===== src/hw/rtl/lmpg_pkg.sv =====
// Shared types and constants of the LED mode pattern generator
`timescale 1ns / 1ps

package lmpg_pkg;

  // LED mode codes, as carried on the result word
  localparam logic [1:0] MODE_IDLE   = 2'd0;
  localparam logic [1:0] MODE_LISTEN = 2'd1;
  localparam logic [1:0] MODE_PROC   = 2'd2;
  localparam logic [1:0] MODE_ERROR  = 2'd3;

  // Input word command codes
  localparam logic CMD_SET_MODE = 1'b0;
  localparam logic CMD_TICK     = 1'b1;

  // Register bank layout: one 32-bit register every 4 bytes
  localparam int unsigned CFG_AW = 5;
  localparam logic [2:0] REG_FULL_ON_DUTY = 3'd0;
  localparam logic [2:0] REG_BREATHE_MAX  = 3'd1;
  localparam logic [2:0] REG_BREATHE_MIN  = 3'd2;
  localparam logic [2:0] REG_BREATHE_STEP = 3'd3;
  localparam logic [2:0] REG_FLASH_TICKS  = 3'd4;
  localparam logic [2:0] REG_FLASH_CYCLES = 3'd5;

  // Register reset values
  localparam logic [9:0]  RST_FULL_ON_DUTY = 10'd999;
  localparam logic [9:0]  RST_BREATHE_MAX  = 10'd998;
  localparam logic [9:0]  RST_BREATHE_MIN  = 10'd1;
  localparam logic [3:0]  RST_BREATHE_STEP = 4'd2;
  localparam logic [15:0] RST_FLASH_TICKS  = 16'd200;
  localparam logic [3:0]  RST_FLASH_CYCLES = 4'd3;

  typedef struct packed {
    logic [9:0]  full_on_duty;
    logic [9:0]  breathe_max;
    logic [9:0]  breathe_min;
    logic [3:0]  breathe_step;
    logic [15:0] flash_ticks;
    logic [3:0]  flash_cycles;
  } cfg_t;

  typedef struct packed {
    logic [1:0]  mode;
    logic [9:0]  duty;
    logic [9:0]  level;
    logic        down;
    logic        blink_on;
    logic [3:0]  cycles_done;
    logic [15:0] tick_count;
  } state_t;

endpackage


===== src/hw/rtl/lmpg_if.sv =====
// Valid/ready channel interfaces for command words and duty result words
`timescale 1ns / 1ps

interface lmpg_in_if;
  logic       valid;
  logic       ready;
  logic       cmd;
  logic [1:0] new_mode;

  modport source (output valid, output cmd, output new_mode, input ready);
  modport sink   (input valid, input cmd, input new_mode, output ready);
endinterface

interface lmpg_out_if;
  logic       valid;
  logic       ready;
  logic [9:0] duty;
  logic [1:0] mode;

  modport source (output valid, output duty, output mode, input ready);
  modport sink   (input valid, input duty, input mode, output ready);
endinterface


===== src/hw/rtl/led_mode_pattern_generator.sv =====
// Top level of the LED mode pattern generator: input stage, mode state, result stage
//
//  channel  | direction | contents
//  ---------+-----------+------------------------------------------------
//  in_if    | in        | cmd (mode request / timer tick), new_mode
//  out_if   | out       | duty (PWM compare value), mode (after the word)
//  apb      | in/out    | settings registers at byte address 4*index
//
// One word per cycle sustained while the result side is ready. A word is held in the
// input register and its result is registered in the output register as it leaves;
// the mode state updates as the word leaves the input register.
// Reset (synchronous, active low) returns the mode state and the settings to
// their defaults. A stalled result holds the output register; the input
// register keeps accepting while the result register can empty in the same cycle.
`timescale 1ns / 1ps

module led_mode_pattern_generator (
  input  logic                        clk,
  input  logic                        rst_n,
  lmpg_in_if.sink                     in_if,
  lmpg_out_if.source                  out_if,
  input  logic                        psel,
  input  logic                        penable,
  input  logic                        pwrite,
  input  logic [lmpg_pkg::CFG_AW-1:0] paddr,
  input  logic [31:0]                 pwdata,
  output logic [31:0]                 prdata,
  output logic                        pready
);
  import lmpg_pkg::*;

  cfg_t       cfg;
  state_t     state_r;
  state_t     state_nxt;
  logic       s1_vld_r;
  logic       s1_cmd_r;
  logic [1:0] s1_mode_r;
  logic       out_vld_r;
  logic [9:0] out_duty_r;
  logic [1:0] out_mode_r;
  logic       out_free;
  logic       s1_adv;
  logic       in_acc;

  lmpg_cfg u_cfg (
    .clk     (clk),
    .rst_n   (rst_n),
    .psel    (psel),
    .penable (penable),
    .pwrite  (pwrite),
    .paddr   (paddr),
    .pwdata  (pwdata),
    .prdata  (prdata),
    .pready  (pready),
    .cfg     (cfg)
  );

  lmpg_step u_step (
    .cfg      (cfg),
    .cur      (state_r),
    .cmd      (s1_cmd_r),
    .new_mode (s1_mode_r),
    .nxt      (state_nxt)
  );

  // Handshake: the output register frees up when empty or taken this cycle
  assign out_free    = !out_vld_r || out_if.ready;
  assign s1_adv      = s1_vld_r && out_free;
  assign in_if.ready = !s1_vld_r || out_free;
  assign in_acc      = in_if.valid && in_if.ready;

  // Input register
  always_ff @(posedge clk) begin
    if (!rst_n) begin
      s1_vld_r <= 1'b0;
    end else if (in_acc) begin
      s1_vld_r <= 1'b1;
    end else if (s1_adv) begin
      s1_vld_r <= 1'b0;
    end
  end

  always_ff @(posedge clk) begin
    if (in_acc) begin
      s1_cmd_r  <= in_if.cmd;
      s1_mode_r <= in_if.new_mode;
    end
  end

  // Mode state: advance once per word leaving the input register
  always_ff @(posedge clk) begin
    if (!rst_n) begin
      state_r.mode        <= MODE_IDLE;
      state_r.duty        <= 10'd0;
      state_r.level       <= 10'd0;
      state_r.down        <= 1'b0;
      state_r.blink_on    <= 1'b0;
      state_r.cycles_done <= 4'd0;
      state_r.tick_count  <= 16'd0;
    end else if (s1_adv) begin
      state_r <= state_nxt;
    end
  end

  // Result register
  always_ff @(posedge clk) begin
    if (!rst_n) begin
      out_vld_r <= 1'b0;
    end else if (s1_adv) begin
      out_vld_r <= 1'b1;
    end else if (out_if.ready) begin
      out_vld_r <= 1'b0;
    end
  end

  always_ff @(posedge clk) begin
    if (s1_adv) begin
      out_duty_r <= state_nxt.duty;
      out_mode_r <= state_nxt.mode;
    end
  end

  assign out_if.valid = out_vld_r;
  assign out_if.duty  = out_duty_r;
  assign out_if.mode  = out_mode_r;

  // Idle always drives the LED dark
  a_idle_dark : assert property (@(posedge clk) disable iff (!rst_n)
    state_r.mode == MODE_IDLE |-> state_r.duty == 10'd0)
    else $error("idle mode with nonzero duty");

  // A word leaving the input register lands in the result register
  a_adv_to_out : assert property (@(posedge clk) disable iff (!rst_n)
    s1_adv |=> out_vld_r)
    else $error("word lost between input and result register");

  // Mode state moves only when a word is processed
  a_state_hold : assert property (@(posedge clk) disable iff (!rst_n)
    !s1_adv |=> $stable(state_r))
    else $error("mode state changed without a word");

endmodule


===== src/hw/rtl/lmpg_cfg.sv =====
// APB register bank holding the LED pattern settings
`timescale 1ns / 1ps

module lmpg_cfg (
  input  logic                       clk,
  input  logic                       rst_n,
  input  logic                       psel,
  input  logic                       penable,
  input  logic                       pwrite,
  input  logic [lmpg_pkg::CFG_AW-1:0] paddr,
  input  logic [31:0]                pwdata,
  output logic [31:0]                prdata,
  output logic                       pready,
  output lmpg_pkg::cfg_t             cfg
);
  import lmpg_pkg::*;

  cfg_t       cfg_r;
  logic [2:0] reg_idx;
  logic       wr_en;

  assign reg_idx = paddr[CFG_AW-1:2];
  assign wr_en   = psel && penable && pwrite;
  assign pready  = 1'b1;
  assign cfg     = cfg_r;

  // Write the addressed register; drop writes to unmapped slots
  always_ff @(posedge clk) begin
    if (!rst_n) begin
      cfg_r.full_on_duty <= RST_FULL_ON_DUTY;
      cfg_r.breathe_max  <= RST_BREATHE_MAX;
      cfg_r.breathe_min  <= RST_BREATHE_MIN;
      cfg_r.breathe_step <= RST_BREATHE_STEP;
      cfg_r.flash_ticks  <= RST_FLASH_TICKS;
      cfg_r.flash_cycles <= RST_FLASH_CYCLES;
    end else if (wr_en) begin
      case (reg_idx)
        REG_FULL_ON_DUTY: cfg_r.full_on_duty <= pwdata[9:0];
        REG_BREATHE_MAX:  cfg_r.breathe_max  <= pwdata[9:0];
        REG_BREATHE_MIN:  cfg_r.breathe_min  <= pwdata[9:0];
        REG_BREATHE_STEP: cfg_r.breathe_step <= pwdata[3:0];
        REG_FLASH_TICKS:  cfg_r.flash_ticks  <= pwdata[15:0];
        REG_FLASH_CYCLES: cfg_r.flash_cycles <= pwdata[3:0];
        default: ;
      endcase
    end
  end

  // Read back the addressed register, zero-extended
  always_comb begin
    case (reg_idx)
      REG_FULL_ON_DUTY: prdata = {22'd0, cfg_r.full_on_duty};
      REG_BREATHE_MAX:  prdata = {22'd0, cfg_r.breathe_max};
      REG_BREATHE_MIN:  prdata = {22'd0, cfg_r.breathe_min};
      REG_BREATHE_STEP: prdata = {28'd0, cfg_r.breathe_step};
      REG_FLASH_TICKS:  prdata = {16'd0, cfg_r.flash_ticks};
      REG_FLASH_CYCLES: prdata = {28'd0, cfg_r.flash_cycles};
      default:          prdata = 32'd0;
    endcase
  end

endmodule


===== src/hw/rtl/lmpg_step.sv =====
// Next-state logic for one command word: mode change, breathe step or blink tick
`timescale 1ns / 1ps

module lmpg_step (
  input  lmpg_pkg::cfg_t   cfg,
  input  lmpg_pkg::state_t cur,
  input  logic             cmd,
  input  logic [1:0]       new_mode,
  output lmpg_pkg::state_t nxt
);
  import lmpg_pkg::*;

  logic [11:0] lvl_sum;
  logic        hit_max;
  logic        hit_min;
  logic [15:0] tick_inc;
  logic        half_done;
  logic [3:0]  cyc_inc;
  logic        cyc_done;

  // Breathing level moved by one step, kept signed and unwrapped
  assign lvl_sum = cur.down ? ({2'b00, cur.level} - {8'd0, cfg.breathe_step})
                            : ({2'b00, cur.level} + {8'd0, cfg.breathe_step});
  assign hit_max = $signed(lvl_sum) >= $signed({2'b00, cfg.breathe_max});
  assign hit_min = $signed(lvl_sum) <= $signed({2'b00, cfg.breathe_min});

  // Blink timing
  assign tick_inc  = cur.tick_count + 16'd1;
  assign half_done = tick_inc >= cfg.flash_ticks;
  assign cyc_inc   = cur.cycles_done + 4'd1;
  assign cyc_done  = cyc_inc >= cfg.flash_cycles;

  always_comb begin
    nxt = cur;
    if (cmd == CMD_SET_MODE) begin
      // Mode request: act only on an actual change
      if (new_mode != cur.mode) begin
        nxt.mode = new_mode;
        case (new_mode)
          MODE_IDLE:   nxt.duty = 10'd0;
          MODE_LISTEN: nxt.duty = cfg.full_on_duty;
          MODE_ERROR: begin
            nxt.cycles_done = 4'd0;
            nxt.blink_on    = 1'b1;
            nxt.tick_count  = 16'd0;
            nxt.duty        = cfg.full_on_duty;
          end
          default: ;
        endcase
      end
    end else if (cur.mode == MODE_PROC) begin
      // Breathe: upper limit checked first, then lower
      if (hit_max) begin
        nxt.level = cfg.breathe_max;
        nxt.down  = 1'b1;
      end else if (hit_min) begin
        nxt.level = cfg.breathe_min;
        nxt.down  = 1'b0;
      end else begin
        nxt.level = lvl_sum[9:0];
      end
      nxt.duty = nxt.level;
    end else if (cur.mode == MODE_ERROR) begin
      // Blink: toggle at each half period, count full cycles on turn-on
      nxt.tick_count = tick_inc;
      nxt.duty       = cur.blink_on ? cfg.full_on_duty : 10'd0;
      if (half_done) begin
        nxt.tick_count = 16'd0;
        nxt.blink_on   = ~cur.blink_on;
        if (!cur.blink_on) begin
          nxt.cycles_done = cyc_inc;
          if (cyc_done) begin
            nxt.mode = MODE_IDLE;
            nxt.duty = 10'd0;
          end else begin
            nxt.duty = cfg.full_on_duty;
          end
        end else begin
          nxt.duty = 10'd0;
        end
      end
    end
  end

endmodule


===== src/flat_wrapper.sv =====
// flat-port wrapper written by rule: the top's interface ports become plain ports
module led_mode_pattern_generator_flat import lmpg_pkg::*;
  (clk, rst_n, psel, penable, pwrite, paddr, pwdata, prdata, pready, in_if_valid, in_if_cmd, in_if_new_mode, in_if_ready, out_if_valid, out_if_duty, out_if_mode, out_if_ready);
  lmpg_in_if in_if_i ();
  lmpg_out_if out_if_i ();
  input  logic clk;
  input  logic rst_n;
  input  logic psel;
  input  logic penable;
  input  logic pwrite;
  input  logic [lmpg_pkg::CFG_AW-1:0] paddr;
  input  logic [31:0] pwdata;
  output logic [31:0] prdata;
  output logic pready;
  input wire logic [$bits(in_if_i.valid)-1:0] in_if_valid;
  input wire logic [$bits(in_if_i.cmd)-1:0] in_if_cmd;
  input wire logic [$bits(in_if_i.new_mode)-1:0] in_if_new_mode;
  output wire logic [$bits(in_if_i.ready)-1:0] in_if_ready;
  output wire logic [$bits(out_if_i.valid)-1:0] out_if_valid;
  output wire logic [$bits(out_if_i.duty)-1:0] out_if_duty;
  output wire logic [$bits(out_if_i.mode)-1:0] out_if_mode;
  input wire logic [$bits(out_if_i.ready)-1:0] out_if_ready;
  assign in_if_i.valid = in_if_valid;
  assign in_if_i.cmd = in_if_cmd;
  assign in_if_i.new_mode = in_if_new_mode;
  assign in_if_ready = in_if_i.ready;
  assign out_if_valid = out_if_i.valid;
  assign out_if_duty = out_if_i.duty;
  assign out_if_mode = out_if_i.mode;
  assign out_if_i.ready = out_if_ready;
  led_mode_pattern_generator u_core (.clk(clk), .rst_n(rst_n), .in_if(in_if_i), .out_if(out_if_i), .psel(psel), .penable(penable), .pwrite(pwrite), .paddr(paddr), .pwdata(pwdata), .prdata(prdata), .pready(pready));
endmodule

===== config.mk =====
export PLATFORM = sky130hd
export DESIGN_NAME = led_mode_pattern_generator_flat
export DESIGN_NICKNAME = d
export VERILOG_FILES = /design/src/hw/rtl/lmpg_pkg.sv /design/src/hw/rtl/lmpg_if.sv /design/src/hw/rtl/led_mode_pattern_generator.sv /design/src/hw/rtl/lmpg_cfg.sv /design/src/hw/rtl/lmpg_step.sv /design/src/flat_wrapper.sv
export SDC_FILE = /design/constraint.sdc
export NUM_CORES = 1
export LEC_CHECK = 0
export BUFFER_PORTS_ARGS = -buffer_cell sky130_fd_sc_hd__buf_2
export CAP_MARGIN = 10
export CORE_ASPECT_RATIO = 1.1
export CORE_MARGIN = 8
export CORE_UTILIZATION = 60
export CTS_BUF_LIST = sky130_fd_sc_hd__clkbuf_8
export DETAILED_ROUTE_END_ITERATION = 8
export GPL_ROUTABILITY_DRIVEN = 0
export GPL_TIMING_DRIVEN = 0
export MAX_ROUTING_LAYER = met4
export PLACE_DENSITY = 0.81
export SYNTH_ARGS = -nofsm -noshare
export SYNTH_HDL_FRONTEND = slang
export SYNTH_HIERARCHICAL = 1
export SYNTH_SLANG_ARGS = --single-unit

===== constraint.sdc =====
create_clock -name clk -period 5.5 [get_ports clk]
set_clock_uncertainty 0.15 [all_clocks]
set_input_delay 0.55 -clock clk [delete_from_list [all_inputs] [get_ports clk]]
set_output_delay 0.55 -clock clk [all_outputs]
set_load 0.01 [all_outputs]

# Word level (Yosys, flattened, before mapping)
# Cells that the tools add are included.
[classes]
mul = 0
n_shift = 0
div = 0
bitwise = 1
n_eq_ne = 14
n_mux = 28
add_sub_neg = 4
reduce_logical = 27
magnitude_cmp = 4
[op_table]
columns = ["operator", "count"]
rows = [
  ["$mux W21", 6],
  ["$pmux W16 S6", 1],
  ["$mux W12", 5],
  ["$mux W10", 5],
  ["$pmux W10 S2", 1],
  ["$add A16 B1 Y16 const B", 1],
  ["$ge A16 B16 Y1", 1],
  ["$ge A12 B11 Y1", 1],
  ["$le A12 B11 Y1", 1],
  ["$reduce_and A2 Y1", 6],
  ["$add A10 B4 Y11", 1],
  ["$mux W11", 1],
  ["$sub A10 B4 Y11", 1],
  ["$reduce_bool A2 Y1", 5],
  ["$ne A2 B2 Y1 const B", 4],
  ["$reduce_and A7 Y1", 1],
  ["$eq A2 B2 Y1 const B", 3],
  ["$eq A3 B2 Y1 const B", 2],
  ["$eq A3 B3 Y1 const B", 2],
  ["$mux W2", 3],
  ["$reduce_and A6 Y1", 1],
  ["$mux W1", 5],
  ["$reduce_and A5 Y1", 1],
  ["$add A4 B1 Y4 const B", 1],
  ["14 further kinds", 19],
]
[word_totals]
mem_bits_rw = 0
elab_cells = 97
romBits = 0
output_inout_bits = 47
latchBits = 0
input_bits = 47
n_memories = 0
reg_bits = 115

# Longest topological paths before layout
# Gate-level depths: netlist (run 1).
[depth]
depth_word = 8
mapped_depth = 18

# Modules after synthesis
# Netlist (run 1), hierarchy kept.
[by_module_without_submodules]
columns = ["mod", "area_per_inst_um2", "n_inst", "cells_each", "seq_area_each_um2"]
rows = [
  ["lmpg_step", 3350.7, 1, 491, 0.0],
  ["lmpg_cfg", 2662.6, 1, 297, 1081.0],
  ["led_mode_pattern_generator", 2338.5, 1, 215, 1371.3],
]

# Worst setup path before layout (run 1)
# OpenSTA, ideal clock, no wires.
[synth_path]
kind = "reg2reg"
startpoint = "reg u_core.u_cfg.cfg_r, in the netlist u_core/u_cfg/cfg[21]"
endpoint = "reg u_core.out_duty_r[1] (netlist: u_core/out_if.duty[1]) (data pin)"
slack_ns = 1.687
arrival_ns = 3.383
path_stages_with_launch = 16
setup_ns = 0.280
period_less_slack_ns = 3.813
n_path_buf = 1
path_cell_list = "dfxtp_1 > inv_1 > ha_1 > and3b_1 > o21ai_0 > nor3b_1 > a31oi_1 > xnor2_1 > ha_1 > a211o_1 > o211ai_1 > a21oi_1 > o31a_1 > buf_2 > a2111oi_2 > o21ai_0"
[synth_rtl]
columns = ["item", "line_no", "rtl"]
rows = [
  ["from (decl)", "lmpg_cfg.sv:18", "cfg_t cfg_r;"],
  ["to (signal assigned)", "led_mode_pattern_generator.sv:118", "out_duty_r <= state_nxt.duty;"],
  ["to (decl)", "led_mode_pattern_generator.sv:39", "logic [9:0] out_duty_r;"],
]

==> summary.md, run 1 <==
| Metric | Value |
|---|---|
| Skew-Pair Late Insertion Delay | `~0.46 ns` |
| Synthesized area | `between 8000 and 9000 sq um` |
| Worst slew margin | `about 40%` |
| Starting Density | `61.0%` |
| First-pass GRT wire length | `38.1 mm` |
| 1st-iter DRT viols | `901` |
| Worst setup EP type | `register` |
| Clk buf depth | `2` |
| Achievable frequency | `roughly 210 MHz` |
| Peak VDD IR | `0.136 mV` |
| Final #Nets | `roughly 1,200` |
| Sequential area share after synthesis | `between 20% and 30%` |
| Clock Sinks | `about 120` |
| Die W | `128 microns` |
| Routed WL | `23.9 mm` |
| Crit path kind | `reg2reg` |
| CTS buffer count | `17` |
| Synth cell types | `81` |
| Failing checks | `design-rule violations` |
| CP cell instances | `inv_1, ha_1, and3b_1, o21ai_0, nor3b_1, a31oi_1, xnor2_1, ha_1, a211o_1, o211ai_1, a21oi_1, o31a_1, buf_2, a2111oi_2, o21ai_0` |
| Dominant synthesized flop cell | `dfxtp_1` |
| Vias per inst | `roughly 6` |
| Die span in y | `between 100 and 150 microns` |
| Area occupied by multi-input gates | `5190 sq um` |
| Critical Path Stages | `15` |
| Max Cap Violations | `0` |
| H-Tree Level Count | `4` |
| Global route overflow | `0` |
| Layout cells sized above 1 | `13.6%` |
| Critical Path AT | `4.78 ns` |
| Max-slew violations | `0` |
| Min-Delay Endpoint | `u_core/s1_mode_r[1]` |
| Period utilization | `87.3%` |
| CP startpoint | `u_core/u_cfg/cfg[21]` |
| Flop2flop setup slack | `0.70 ns` |
| Port bufs | `55` |
| Synth Register Bits | `115` |
| PD cells | `about 210 nW/um^2` |
| Site row count | `45` |
| EDFF count, synth | `15` |
| WL per Instance | `~19 microns` |
| Ys async rst share | `0%` |
| Final setup fails | `0` |
| Initial antenna violation count | `0` |
| Die area | `18,000 sq um` |
| Worst min-delay path class | `in2reg` |
| CTS Hold Bufs | `0` |
| CTS clk-pin slew, worst paths | `~0.08 ns` |
| Final design utilization | `68.1%` |
| Vias post-DR | `7,880` |
| CORE AREA | `13,700 sq um` |
| Vias in the first global route | `7,532` |
| Hold path cells | `1` |
| # DRC | `5` |
| Total GRT Usage | `27.2%` |
| Reg2reg path depth | `15` |
| Critical path required time | `5.48 ns` |
| Unrepaired setup endpoints after global routing | `false` |
| Syn_area_per_cell | `8.33 sq um` |
| # resized after CTS | `0` |
| Register area | `2450 sq um` |
| Largest net degree at the start of global routing | `22` |
| CP Max Fanout | `10` |
| Startpoint Class | `register` |
| Measured slew at the worst slew-check pin | `0.898 ns` |
| TritonCTS clock tree | `yes` |
| Area Growth Syn to Fin | `11.6%` |
| Crit path time final | `4.80 ns` |
| Reg-to-Reg End | `u_core/out_if.duty[1]` |
| CP max stage delay | `0.55 ns` |
| Antenna Nets Post-Route | `0` |
| Worst Path Buf+Inv | `2` |
| Crit path max-delay family | `compound AO/OA/AOI/OAI gates` |
| Io pins | `94` |
| Min-delay src | `in_if_new_mode[1]` |
| Post-CTS Setup Inserts | `0` |
| CP max stage cell | `dfxtp_1` |
| Worst flop-to-flop path startpoint | `u_core/u_cfg/cfg[21]` |
| Fill cells | `1,156` |
| HPWL Detailed | `17.9 mm` |
| Final hold vios | `0` |
| Antenna diodes | `0` |
| Leakage | `3.99 nW` |
| Ys Warns | `6` |
| Clk Tree Root Cell | `clkbuf_8` |
| Synth Instances | `1,003` |
| DR pass1 iterations | `9` |
| Status | `complete, but fails checks` |
| Setup_tns | `0 ns` |
[kinds of logic (layout without fill, tap and decap cells)]
kind of cell / count (synthesis) / count (layout) / synth area share (%)
AND/OR/NAND/NOR: 327 / 327 / 18.9
AO/OA/AOI/OAI: 233 / 233 / 19.5
buffers and inverters: 145 / 231 / 9.12
flip-flops: 115 / 115 / 29.4
multiplexers: 102 / 102 / 12.2
adder cells (fa/ha/maj): 52 / 52 / 7.97
XOR/XNOR: 27 / 27 / 2.83
other: 2 / 17 / 0.0899
[cells in the final DEF (no fill, tap or decap), types with 6 or more instances in the layout]
cell type / instances
ha_1: 50
edfxtp_1: 15
nor3_1: 6
xor2_1: 12
buf_6: 7
clkbuf_1: 40
a21o_1: 6
o31ai_1: 15
xnor2_1: 15
nor2_1: 31
buf_4: 18
dfxtp_1: 100
nor2b_1: 10
a221oi_1: 7
and3_1: 16
a31oi_1: 12
a22oi_1: 12
o211ai_1: 29
o21ai_0: 54
mux2i_1: 101
inv_1: 62
buf_2: 68
conb_1: 17
nand2b_1: 7
clkbuf_8: 20
a21oi_1: 29
nand2_1: 184
a22o_1: 16
nand3_1: 29
[report_power, final]
| part | total [mW] | internal [mW] | switching (mW) |
|---|---|---|---|
| registers | 0.878 | 0.866 | 0.0119 |
| clock network | 0.812 | 0.438 | 0.374 |
| logic | 0.237 | 0.0894 | 0.148 |
[worst register-to-register path, cell delays in order, from the launching register on]
cell and delay [ns]:
dfxtp_1 0.55, inv_1 0.11, ha_1 0.34, and3b_1 0.20, o21ai_0 0.27, nor3b_1 0.34
a31oi_1 0.10, xnor2_1 0.39, ha_1 0.34, a211o_1 0.27, o211ai_1 0.09, a21oi_1 0.11
o31a_1 0.30, buf_2 0.19, a2111oi_2 0.46, o21ai_0 0.28
[sequential cells by signal, summed over array words and instances, names as in the netlist]
name	cells
u_core/s1_cmd_r	1
u_core/state_r	44
u_core/out_if.duty	10
u_core/out_if.mode	2
u_core/u_cfg/cfg	54
u_core/out_if.valid	1
u_core/s1_mode_r	2
u_core/s1_vld_r	1
[layer usage]
layer  up-vias  GRT usage [%]  wire (microns)
met2       419           41.9           11000
met5         -              -               0
met1      3641           33.0            9930
met3        82           6.04            2140
li1       3738              -               -
met4         0           13.1             888
[synth_stat cells, types with 4 or more instances]
master,count,area (sq um)
nand2_1,184,691
mux2i_1,101,1010
dfxtp_1,100,2000
inv_1,62,233
o21ai_0,54,270
ha_1,50,626
clkbuf_1,40,150
nor2_1,31,116
a21oi_1,29,145
nand3_1,29,145
o211ai_1,29,218
buf_4,18,135
a22o_1,16,140
and3_1,16,100
edfxtp_1,15,450
o31ai_1,15,113
xnor2_1,15,131
buf_2,13,65.1
a22oi_1,12,90.1
a31oi_1,12,75.1
xor2_1,12,105
nor2b_1,10,62.6
a221oi_1,7,61.3
buf_6,7,78.8
nand2b_1,7,43.8
a21o_1,6,45.0
nor3_1,6,30.0
buf_12,5,100
nor3b_1,5,37.5
o311ai_0,5,43.8
a211o_1,4,35.0
o2111ai_1,4,35.0
or2_1,4,25.0
[per-stage QoR]
| step | instance area [sq um] | std cells | power [mW] | worst slack [ns] | hold WS (ns) |
|---|---|---|---|---|---|
| 5_1_grt | 9320 | 1292 | 1.99 | 0.410 | 0.107 |
| 3_3_place_gp | 8920 | 1261 | 1.12 | 0.988 | 0.290 |
| 6_report | 9320 | 1292 | 1.93 | 0.700 | 0.126 |
| 3_5_place_dp | 8920 | 1261 | 1.13 | 0.848 | 0.301 |
| 2_1_floorplan | 8410 | 1018 | 1.06 | 1.69 | 0.281 |
| 4_1_cts | 9320 | 1292 | 1.93 | 0.809 | 0.106 |
[worst max path at each step]
stage / end / slack [ns]
final: u_core/out_if.duty[1] / 0.70
after detailed placement: u_core/out_if.duty[1] / 0.85
after global routing: u_core/state_r[35] / 0.41
after global placement: u_core/out_if.duty[1] / 0.99
after CTS: u_core/out_if.duty[1] / 0.81
after floorplan: u_core/out_if.duty[1] / 1.69
[area by class of cell]
class,instances,area share [%]
plain buffers,83,5.68
clock buffers,20,2.95
clock inverters,11,1.34
inverters,62,2.50
multi-input cells,758,55.7
flip-flops and latches,115,26.3
well taps,188,2.52
repair buffers,55,2.95
(Power assumes the default switching activity.)
==> run 2, diff against run 1 <==
- ABC_AREA: default -> 1
==> run 2 against run 1 <==
Effect of this change:
- the run now ends clean
- global-route usage grew 0.57 points
- worst hold slack gained 0.0060 ns
- worst setup slack gained 0.71 ns
- critical path type unchanged
- critical endpoint is now u_core/state_r[1]
- highest routed layer unchanged
==> summary.md, run 2 <==
| Metric | Value |
|---|---|
| Final hold vios | `0 (unchanged)` |
| Max-slew violations | `0 (unchanged)` |
| Clk Tree Root Cell | `clkbuf_8` |
| Die span in y | `145 microns (+4.0%)` |
| Net Sw Power | `800 uW (+50%)` |
| Die W | `134 microns (+3.9%)` |
| Achievable frequency | `245 MHz (+17%)` |
| Ys Warns | `6 (unchanged)` |
| Final #Nets | `1,658 (+39%)` |
| PD cells | `244 nW/um^2 (+18%)` |
| Reg-to-Reg End | `u_core/state_r[1]` |
| Cell taking the most area after synthesis | `dfxtp_1` |
| TritonCTS clock tree | `yes` |
| Worst flop-to-flop path startpoint | `u_core/state_r[0]` |
| Site row count | `47 (+4.4%)` |
| Io pins | `94 (unchanged)` |
| Vias post-DR | `9,710 (+23%)` |
| Internal Pwr Total | `1.68 mW (+21%)` |
| Initial antenna violation count | `0 (unchanged)` |
| Max Cap Violations | `0 (unchanged)` |
| Global route overflow | `0 (unchanged)` |
| Crit path time final | `4.09 ns (-0.710 ns)` |
| Dominant synthesized flop cell | `dfxtp_1` |
| Area Growth Syn to Fin | `11.5% (about the same)` |
| Period utilization | `74.4% (-13 points)` |
| Critical path required time | `5.73 ns (+0.25 ns)` |
| Peak VDD IR | `0.162 mV (+19%)` |
| Starting Density | `61.0% (about the same)` |
| Antenna diodes | `0 (unchanged)` |
| Setup_tns | `0 ns (unchanged)` |
| Register share of total power | `37.5% (-8.0 points)` |
| Synth Instances | `1,470 (+47%)` |
| Min-Delay Endpoint | `u_core/s1_mode_r[0]` |
| # DRC | `0 (-5)` |
| Largest net degree at the start of global routing | `17 (-23%)` |
| Skew-Pair Late Insertion Delay | `0.44 ns (-0.02 ns)` |
| Clock Sinks | `115 (unchanged)` |
| Syn_area_per_cell | `6.20 sq um (-26%)` |
| Worst slew margin | `19.6% (-20 points)` |
| Flop2flop setup slack | `1.41 ns (+0.71 ns)` |
| Most frequent cells in the layout | `nand2_1 (399), inv_1 (204), nand3_1 (158), nor2_1 (154), a21oi_1 (109)` |
| Post-CTS Setup Inserts | `0 (unchanged)` |
| Share of the synthesized area in the top cell type | `22.0% (-2.0 points)` |
| CTS clk-pin slew, worst paths | `0.07 ns (about the same)` |
| Worst setup EP type | `register` |
| CTS Hold Bufs | `0 (unchanged)` |
| 1st-iter DRT viols | `1,152 (+28%)` |
| Measured slew at the worst slew-check pin | `1.21 ns (+0.309 ns)` |
| WL per Instance | `15.1 microns (-18%)` |
| DR pass1 iterations | `8 (-1)` |
| Vias in the first global route | `8,780 (+17%)` |
| EDFF count, synth | `15 (unchanged)` |
| DP Worst Slack | `1.54 ns (+0.694 ns)` |
| Sw frac | `32.2% (+4.5 points)` |
| Vias per inst | `5.49 (-10%)` |
| Most common cell after layout, fill and taps aside | `nand2_1` |
| Top cells by area, synth | `dfxtp_1 (22%), nand2_1 (16%), nand3_1 (8.7%), inv_1 (8.4%), ha_1 (6.9%)` |
| CP Max Fanout | `10 (unchanged)` |
| Post-synth top cells | `nand2_1 (399), inv_1 (204), nand3_1 (158), nor2_1 (154), a21oi_1 (109)` |
| Clk buf depth | `2 (unchanged)` |
| Count leader, synth | `nand2_1` |
| Setup ws final | `1.41 ns (+0.710 ns)` |
| Sequential area share after synthesis | `26.9% (-2.5 points)` |
| CORE AREA | `14,900 sq um (+9.2%)` |
| Synthesized area | `9120 sq um (+9.2%)` |
| First-pass GRT wire length | `43.1 mm (+13%)` |
| Hold path cells | `1 (unchanged)` |
| # resized after CTS | `0 (unchanged)` |
| Status | `complete, no violations` |
| Unrepaired setup endpoints after global routing | `false` |
| Total GRT Usage | `27.8% (+0.57 points)` |
| Reg2reg path depth | `22 (+7)` |
| Layout cells sized above 1 | `14.1% (+0.54 points)` |
| Synth cell types | `42 (-48%)` |
| Routed WL | `26.8 mm (+12%)` |
| Flip-flop count of the largest register after layout | `54 (unchanged)` |
| Port bufs | `55 (unchanged)` |
| Gate power share | `24.6% (+12 points)` |
| Min-delay src | `in_if_new_mode[0]` |
| Leakage | `5.23 nW (+31%)` |
| H-Tree Level Count | `4 (unchanged)` |
| Ys async rst share | `0% (unchanged)` |
| Antenna Nets Post-Route | `0 (unchanged)` |
| Clock share of power | `38.0% (-4.1 points)` |
| Startpoint Class | `register` |
| Die area | `19,400 sq um (+8.0%)` |
| Final setup fails | `0 (unchanged)` |
| Worst min-delay path class | `in2reg` |
| Critical Path AT | `4.32 ns (-0.46 ns)` |
| Crit path kind | `reg2reg` |
| Synth Register Bits | `115 (unchanged)` |
| CTS buffer count | `17 (unchanged)` |
| HPWL Detailed | `20.3 mm (+14%)` |
==> run 2: cell types whose count changed after synthesis, moves of 17 or more <==
cell | previous run | this run
o211ai_1 | 29 | 1
nand3_1 | 29 | 158
nor2_1 | 31 | 154
clkbuf_1 | 40 | 23
nand2_1 | 184 | 399
a21oi_1 | 29 | 109
nand4_1 | 2 | 20
inv_1 | 62 | 204
mux2i_1 | 101 | 0
==> run 2: layout make-up <==
cell class                 count  area, sq um
multi-input combinational   1065         5370
fill                        1381         4770
sequential                   115         2450
inverter                     219          825
buffer                        86          523
clock buffer                  20          275
timing repair buffer          55          275
tap                          196          245
clock inverter                12          200
==> run 2: cell families after synthesis <==
logic type	after synthesis	synth area share, %
other	2	0.0824
AND/OR/NAND/NOR	800	38.8
buffers and inverters	305	14.8
XOR/XNOR	13	1.25
adder cells (fa/ha/maj)	52	7.30
flip-flops	115	26.9
AO/OA/AOI/OAI	183	10.9
==> run 2: worst max path at each step <==
stage | from | to | cells after the start
2_1_floorplan | u_core/state_r[22] | u_core/state_r[34] | 26
6_report | u_core/state_r[0] | u_core/state_r[1] | 22
3_3_place_gp | u_core/state_r[0] | u_core/state_r[1] | 22
5_1_grt | u_core/state_r[0] | u_core/state_r[11] | 22
4_1_cts | u_core/state_r[0] | u_core/state_r[1] | 22
3_5_place_dp | u_core/state_r[0] | u_core/state_r[1] | 22
==> run 2: critical path, cell delays in order (launching register included) <==
cell and delay, ns:
dfxtp_1 0.50, ha_1 0.24, nand2_1 0.09, nor2_2 0.16, nand3_1 0.14, nor2_1 0.18, nand2_1 0.14, nor3_1 0.15
a21oi_1 0.09, ha_1 0.28, nand2_1 0.10, o21bai_1 0.11, nand2_1 0.06, a21oi_1 0.19, nand3_1 0.23, nor2_2 0.38
buf_2 0.32, nand2_1 0.08, a21oi_1 0.17, inv_1 0.06, nand3_1 0.07, nand2_1 0.05, nor2_1 0.07
==> run 2: through the flow <==
stage                     total power, mW  util [%]  instance area [sq um]  instances  hold slack, ns
final                                2.48      68.1                  10200       1768           0.132
after floorplan                      1.39         -                   9170       1485           0.296
after global placement               1.52      64.9                   9690       1736           0.321
after detailed placement             1.54      64.9                   9690       1736           0.335
after global routing                 2.60      68.1                  10200       1768           0.128
after CTS                            2.47      68.1                  10200       1768           0.116
==> run 2: power by group through the flow <==
stage                     clock [mW]  sequential (mW)  combinational (mW)
after floorplan                    0            0.938               0.452
after global placement             0            0.946               0.574
after detailed placement           0            0.947               0.592
after CTS                      0.948            0.929               0.597
after global routing           0.987            0.935               0.681
final                          0.942            0.930               0.611
==> run 2: layer usage <==
metal	wire [microns]	global-route usage [%]	share of wire, %
met1	11100	34.9	41
met2	12200	43.2	46
met3	2430	4.21	9.1
met4	996	12.5	3.7
met5	0	-	0
